[config.mk]
export PLATFORM = sky130hd
export DESIGN_NAME = qtue_ctrl
export DESIGN_NICKNAME = d
export VERILOG_FILES = /design/src/sv/qtue_pkg.sv /design/src/sv/qtue_ctrl.sv
export SDC_FILE = /design/constraint.sdc
export NUM_CORES = 1
export LEC_CHECK = 0
export ABC_AREA = 1
export BUFFER_PORTS_ARGS = -buffer_cell sky130_fd_sc_hd__buf_2
export CORE_AREA = 2 2 39 41
export DETAILED_ROUTE_END_ITERATION = 7
export DIE_AREA = 0 0 41 43
export PLACE_DENSITY_LB_ADDON = 0.05
export SLEW_MARGIN = 20
export SYNTH_ARGS = -nofsm -noshare
export SYNTH_HDL_FRONTEND = slang
export SYNTH_SLANG_ARGS = --single-unit
[constraint.sdc]
create_clock -name i_clk -period 1 [get_ports i_clk]
set_input_delay 0.25 -clock i_clk [delete_from_list [all_inputs] [get_ports i_clk]]
set_output_delay 0.25 -clock i_clk [all_outputs]
set_load 0.005 [all_outputs]
[src/sv/qtue_pkg.sv]
// ----------------------------------------------------------------------------
// qtue_pkg
// Shared types and constants of the Q table update engine.
// ----------------------------------------------------------------------------
package qtue_pkg;

    localparam int STATE_W = 4;
    localparam int KEY_W   = 32;
    localparam int Q_W     = 32;
    localparam int FRAC_W  = 17;
    localparam int ENTRY_W = STATE_W + KEY_W + Q_W;
    localparam int PROD_W  = 50;
    localparam int WIDE_W  = 40;

    localparam logic [FRAC_W-1:0] Q_ONE         = 17'd65536;
    localparam logic [FRAC_W-1:0] ALPHA_RESET   = 17'd32768;
    localparam logic [FRAC_W-1:0] GAMMA_RESET   = 17'd58982;

    localparam logic CFG_LEARN_RATE = 1'b0;
    localparam logic CFG_DISCOUNT   = 1'b1;

    localparam logic OP_UPDATE = 1'b0;
    localparam logic OP_QUERY  = 1'b1;

    localparam logic [1:0] ST_OK       = 2'd0;
    localparam logic [1:0] ST_FULL     = 2'd1;
    localparam logic [1:0] ST_NO_ENTRY = 2'd2;

    localparam logic [1:0] MUL_NONE    = 2'd0;
    localparam logic [1:0] MUL_GAMMA   = 2'd1;
    localparam logic [1:0] MUL_KEEP    = 2'd2;
    localparam logic [1:0] MUL_ALPHA   = 2'd3;

    typedef struct packed {
        logic       load;
        logic       rd_issue;
        logic       mul_en;
        logic [1:0] mul_sel;
        logic       sample_en;
        logic       acc_en;
        logic       commit;
    } t_cmd;

    typedef struct packed {
        logic scan_done;
        logic is_query;
        logic out_free;
    } t_stat;

    function automatic logic signed [Q_W-1:0] f_sat32(input logic signed [WIDE_W-1:0] v);
        logic signed [Q_W-1:0] r;
        if (v > 40'sd2147483647) begin
            r = 32'sh7fffffff;
        end else if (v < -40'sd2147483648) begin
            r = 32'sh80000000;
        end else begin
            r = v[Q_W-1:0];
        end
        return r;
    endfunction

endpackage

[src/sv/qtue_ctrl.sv]
// ----------------------------------------------------------------------------
// qtue_ctrl
// Controller of the Q table update engine: sequences the table scan, the
// shared multiplier steps and the commit of one transaction at a time.
// ----------------------------------------------------------------------------
module qtue_ctrl
    import qtue_pkg::*;
(
    input  logic  i_clk,
    input  logic  i_rst_n,
    input  logic  i_in_valid,
    output logic  o_in_ready,
    input  t_stat i_stat,
    output t_cmd  o_cmd
);

    localparam logic [2:0] S_IDLE   = 3'd0;
    localparam logic [2:0] S_SCAN   = 3'd1;
    localparam logic [2:0] S_MUL_G  = 3'd2;
    localparam logic [2:0] S_SAMPLE = 3'd3;
    localparam logic [2:0] S_MUL_B  = 3'd4;
    localparam logic [2:0] S_FINAL  = 3'd5;

    logic [2:0] r_state;
    logic [2:0] n_state;
    t_cmd       w_cmd;

    always_comb begin
        n_state = r_state;
        w_cmd   = '0;
        case (r_state)
            S_IDLE: begin
                if (i_in_valid) begin
                    w_cmd.load = 1'b1;
                    n_state    = S_SCAN;
                end
            end
            S_SCAN: begin
                if (i_stat.scan_done) begin
                    n_state = i_stat.is_query ? S_FINAL : S_MUL_G;
                end else begin
                    w_cmd.rd_issue = 1'b1;
                end
            end
            S_MUL_G: begin
                w_cmd.mul_en  = 1'b1;
                w_cmd.mul_sel = MUL_GAMMA;
                n_state       = S_SAMPLE;
            end
            S_SAMPLE: begin
                w_cmd.sample_en = 1'b1;
                w_cmd.mul_en    = 1'b1;
                w_cmd.mul_sel   = MUL_KEEP;
                n_state         = S_MUL_B;
            end
            S_MUL_B: begin
                w_cmd.acc_en  = 1'b1;
                w_cmd.mul_en  = 1'b1;
                w_cmd.mul_sel = MUL_ALPHA;
                n_state       = S_FINAL;
            end
            S_FINAL: begin
                if (i_stat.out_free) begin
                    w_cmd.commit = 1'b1;
                    n_state      = S_IDLE;
                end
            end
            default: begin
                n_state = S_IDLE;
            end
        endcase
    end

    always_ff @(posedge i_clk) begin
        if (!i_rst_n) begin
            r_state <= S_IDLE;
        end else begin
            r_state <= n_state;
        end
    end

    assign o_in_ready = (r_state == S_IDLE);
    assign o_cmd      = w_cmd;

endmodule

==> flow_metrics.py, run 1 <==
metrics = {
    "status": {
        "status": "finished with violations",
        "violations": "setup timing",
    },
    "layout": {
        "area_growth_syn_to_layout_pct": 118,
        "drive_gt1_share_pct": 68.4,
        "n_antenna_cell": 0,
        "largest_reg_flops": 3,
        "nNetsFinal": 83,
        "nFillCells": 161,
        "largest-register": "r_state",
        "top_regs": "r_state (3)",
        "multi_input_area_sq_um": 218,
        "regArea_sq_um": 68.8,
    },
    "synth": {
        "ys.flop_type": "dfxtp_1",
        "synth-seq-cells": 3,
        "syn_inst": 44,
        "synth-edff-count": 0,
        "ys_top_cells_by_area": "dfxtp_1, nand2_1, inv_1",
        "synth_top_area_cell": "dfxtp_1",
        "synth_common_cells": "nand2_1, inv_1, nor2_1",
        "syn-num-nets": 50,
        "synth_top_area_share_pct": 23.0,
        "yosysUniqueCellTypes": 15,
        "yosysMostFrequentCell": "nand2_1",
        "synth_area_sq_um": 262,
        "avgSynthCellArea_sq_um": 5.94,
        "postSynth.asyncResetShare_pct": 0,
        "yosysSeqAreaShare_pct": 23.0,
        "synth_warnings": 0,
    },
    "die": {
        "initial_utilization_pct": 18.9,
        "core_sq_mm": 0.00138,
        "fp.dieArea_sq_mm": 0.00176,
        "io_pins": 15,
        "rows": 14,
        "die_h_microns": 43,
        "dieWidth_microns": 41,
    },
    "route": {
        "totalWireLength_microns": 812,
        "drtAntennaViolNets": 0,
        "dr.pass1.iters": 1,
        "vias_per_cell": 4.02,
        "wl_per_cell_microns": 8.83,
        "num_vias": 370,
        "drt_iter0_drc": 0,
        "post-route-drc-count": 0,
    },
    "critical_path": {
        "critPathKind": "flop to output port",
        "cp-end-kind": "output port",
        "timing.rr.start": "r_state[1]",
        "worstPathMaxFanout": 5,
        "cp_data_arrival_time_ns": 1.08,
        "rrSetupSlack_ns": -0.21,
        "start_kind": "flop",
        "cp-startpoint": "r_state[1]",
        "crit_required_ns": 0.75,
    },
    "grt": {
        "grt_pass1_vias": 295,
        "track_usage_pct": 9.80,
        "antenna_found_initial": 0,
        "globalRouteOverflowTotal": 0,
        "grt_max_degree": 6,
        "grt_pass1_wl_mm": 1.19,
    },
    "timing": {
        "finalHoldViolations": 0,
        "setup_viol": 12,
        "finalSetupTns_ns": -3.00,
        "finalCriticalPeriod_ns": 1.33,
        "finalWorstSetupSlack_ns": -0.330,
        "holdWs_ns": 0.275,
        "tightest_slew_ns": 0.208,
        "slew_headroom_pct": 86.1,
        "max_freq_mhz": 752,
        "slew_violations": 0,
        "clock_skew_ns": 0.00219,
        "fin_crit_sh_pct": 133,
        "rsz0062_at_grt": "true",
    },
    "placed_design": {
        "portBuffers": 14,
        "gp_congestion": 0.594,
        "hpwlAfterDp_microns": 589,
    },
    "clocking": {
        "clock_sinks": 3,
        "cts_tree": "yes",
        "cts_buffer_depth": 2,
        "insertion_delay_ns": 0.23,
        "h-tree-depth": 1,
        "cts-buffers-inserted": 3,
        "cts_root_buffer": "clkbuf_4",
        "clk_pin_slew_ns": 0.04,
    },
    "pwr": {
        "ir_drop_uv": 836,
        "p_leak_nw": 0.328,
        "p_per_area_mw_per_mm2": 1880,
        "p_total_w": 0.00107,
    },
    "min_path": {
        "hp-start": "i_rst_n",
        "hold_class": "input port to flop",
    },
    "run": {
        "cap_violations": 0,
    },
}
==> power breakdown <==
part / internal [W] / leakage, nW / switching, W
sequential: 0.000153 / 0.0264 / 0.0000506
combinational: 0.000348 / 0.287 / 0.000310
clock: 0.000149 / 0.0150 / 0.0000568
total: 0.000651 / 0.328 / 0.000417
==> logic make-up after synthesis <==
kind of cell / synth area share (%)
buf+inv: 14.4
flops: 23.0
simple gates: 49.8
compound gates: 12.9
==> cells in the final DEF, fill, tap and decap left out, drive strengths merged <==
cell    Yosys  layout
buf         0      28
nand2      11      11
inv        10      10
nor2        8       8
clkbuf      0       4
nand3       4       4
o21ai       4       4
dfxtp       3       3
a21oi       2       2
nor3        1       1
and3        1       1
==> cell type report <==
type | count | area share, %
Sequential cell | 3 | 12.1
Inverter | 10 | 7.47
Timing Repair Buffer | 28 | 34.1
Tap cell | 16 | 3.52
Clock buffer | 4 | 4.62
Multi-Input combinational cell | 31 | 38.2
==> path summary, 6_finish.rpt <==
path	endpoint	depth (start not counted)
worst min register to register	r_state[1]	2
worst max register to register	r_state[0]	10
worst max-delay path	o_cmd[0]	5
worst min-delay path	r_state[2]	3
==> metrics by stage <==
step	util [%]	instance area (sq um)	setup WS, ns	std cells
2_1_floorplan	-	263	-0.00104	44
4_1_cts	36.7	508	-0.333	89
5_1_grt	41.1	569	-0.374	92
3_3_place_gp	29.8	413	-0.176	82
3_5_place_dp	29.8	413	-0.180	82
6_report	41.1	569	-0.330	92
==> worst max-delay path, cell delays in order (launching register included) <==
cell	delay [ns]
dfxtp_4	0.36
buf_6	0.12
nor2_4	0.12
nand2_2	0.07
nor2_1	0.07
buf_2	0.11
==> per-layer routing <==
| layer | part of all wire [%] | global-route usage, % | vias to the layer above |
|---|---|---|---|
| met5 | 0 | 0 | - |
| met1 | 44 | 13.3 | 163 |
| met3 | 5.9 | 1.57 | 0 |
| met2 | 50 | 14.7 | 8 |
| met4 | 0 | 4.00 | 0 |
| li1 | - | - | 199 |
==> repair_timing <==
item | in CTS | in global routing
endpoints found under the setup margin | 12 | 12
gates resized for setup | 15 | 10
buffers inserted | 3 | 3
pin swaps | 2 | 5
cloned | 0 | 0
hold buffers | 0 | 0
hold endpoints to repair | 0 | 0
(Power assumes the default switching activity.)
==> inputs of run 2 (changes only) <==
BUFFER_PORTS_ARGS = -buffer_cell sky130_fd_sc_hd__buf_4   (was -buffer_cell sky130_fd_sc_hd__buf_2)
CORE_AREA = 3 3 40 42   (was 2 2 39 41)
CTS_CLUSTER_DIAMETER = 100   (was not set)
DIE_AREA = 0 0 43 45   (was 0 0 41 43)
==> flow_metrics.py, run 2 (synthesis results as in run 1) <==
metrics = {
    "route": {
        "totalWireLength_microns": 802,
        "post-route-drc-count": 0,
        "num_vias": 366,
        "dr.pass1.iters": 4,
        "routedLengthMet1_microns": 385,
        "drt_iter0_drc": 1,
        "top_layer_used": "met3",
        "met2RoutedLength_microns": 363,
        "wl_per_cell_microns": 8.91,
        "drtAntennaViolNets": 0,
        "vias_per_cell": 4.07,
        "wl_met3_microns": 53,
    },
    "critical_path": {
        "critPathKind": "flop to output port",
        "start_kind": "flop",
        "crit_required_ns": 0.75,
        "cp_data_arrival_time_ns": 1.09,
        "cp-end-kind": "output port",
        "worstPathMaxFanout": 3,
    },
    "grt": {
        "grt_pass1_wl_mm": 1.17,
        "antenna_found_initial": 0,
        "globalRouteOverflowTotal": 0,
        "track_usage_pct": 8.31,
        "grt_pass1_vias": 288,
        "grt_max_degree": 6,
    },
    "layout": {
        "layout_commonest_cell": "buf_4",
        "largest_reg_flops": 3,
        "drive_gt1_share_pct": 74.7,
        "nNetsFinal": 82,
        "area_growth_syn_to_layout_pct": 132,
        "top_regs": "r_state (3)",
        "largest-register": "r_state",
        "most-common-layout-cells": "buf_4, nand2_1, buf_6",
        "fin_cells": 90,
        "n_antenna_cell": 0,
    },
    "timing": {
        "clock_skew_ns": 0.00231,
        "fin_crit_sh_pct": 134,
        "slew_headroom_pct": 87.3,
        "slew_violations": 0,
        "finalHoldViolations": 0,
        "rsz0062_at_grt": "true",
        "max_freq_mhz": 747,
        "setup_viol": 12,
        "tightest_slew_ns": 0.189,
        "finalCriticalPeriod_ns": 1.34,
        "finalWorstSetupSlack_ns": -0.339,
    },
    "clocking": {
        "h-tree-depth": 1,
        "cts_tree": "yes",
        "clk_pin_slew_ns": 0.04,
        "cts_root_buffer": "clkbuf_4",
        "clock_sinks": 3,
        "insertion_delay_ns": 0.23,
        "cts_buffer_depth": 2,
        "cts-buffers-inserted": 3,
    },
    "die": {
        "rows": 13,
        "core_sq_mm": 0.00128,
        "io_pins": 15,
        "die_h_microns": 45,
        "dieWidth_microns": 43,
        "initial_utilization_pct": 20.4,
        "fp.dieArea_sq_mm": 0.00194,
    },
    "min_path": {
        "hold_class": "input port to flop",
    },
    "pwr": {
        "comb_power_share_pct": 63.5,
        "seqPwrFrac_pct": 17.6,
        "swShare_pct": 38.2,
        "p_int_w": 0.000698,
        "power_frac_clock_pct": 18.9,
        "p_per_area_mw_per_mm2": 1860,
        "ir_drop_uv": 1030,
        "p_leak_nw": 0.326,
        "p_total_w": 0.00113,
        "p_sw_w": 0.000431,
    },
    "placed_design": {
        "gp_congestion": 0.644,
        "portBuffers": 14,
        "dp_cells": 80,
        "hpwlAfterDp_microns": 616,
    },
    "status": {
        "status": "finished with violations",
        "violations": "setup timing",
    },
    "run": {
        "cap_violations": 0,
    },
}
==> run 2: cell count changes in the layout (fill, tap and decap cells not counted), sizes merged <==
cell  before  now
buf       28   27
==> run 2: worst paths after layout <==
path | startpoint | end | slack, ns | cells past startpoint
worst max-delay path | r_state[1] | o_cmd[0] | -0.34 | 5
worst min-delay path | i_rst_n | r_state[2] | 0.27 | 3
worst max register to register | r_state[1] | r_state[0] | -0.23 | 9
worst min register to register | r_state[2] | r_state[2] | 0.72 | 3
==> run 2: what timing repair did <==
item	in CTS	in global routing
setup buffers	5	2
pin swaps	10	3
setup endpoints to repair	12	12
hold endpoints to repair	0	0
hold buffers	0	0
resized for setup	11	20
==> run 2: metal layers <==
metal	up-vias	global-route usage, %
met5	-	0
met4	0	0
met3	0	4.78
met2	10	11.7
met1	156	11.8
li1	200	-
==> run 2: power groups by stage <==
| stage | registers (W) | logic [W] | clock network (W) |
|---|---|---|---|
| CTS | 0.000189 | 0.000586 | 0.000221 |
| detailed placement | 0.000177 | 0.000507 | 0 |
| floorplan | 0.000178 | 0.000235 | 0 |
| global route | 0.000206 | 0.000781 | 0.000236 |
| finish | 0.000199 | 0.000717 | 0.000213 |
| global placement | 0.000177 | 0.000517 | 0 |
==> run 2: worst max-delay path: stages, from the launching register on <==
cell	delay, ns
dfxtp_4	0.35
buf_6	0.12
nor2_4	0.12
nand2_2	0.07
nor2_2	0.08
buf_4	0.11
==> run 2: cell type report <==
type,count,area [sq um]
Tap cell,15,18.8
Inverter,10,42.5
Multi-Input combinational cell,31,221
Sequential cell,3,68.8
Clock buffer,4,26.3
Fill cell,140,678
Timing Repair Buffer,27,229
==> run 2: metrics by stage <==
stage	setup TNS [ns]	setup slack, ns	hold slack (ns)	util, %	cell area [sq um]
2_1_floorplan	-0.00104	-0.00104	0.385	-	263
3_3_place_gp	-1.30	-0.175	0.514	34.2	439
3_5_place_dp	-1.13	-0.152	0.513	34.2	439
4_1_cts	-3.05	-0.345	0.269	41.1	528
5_1_grt	-3.65	-0.388	0.275	47.2	607
6_report	-3.00	-0.339	0.273	47.2	607
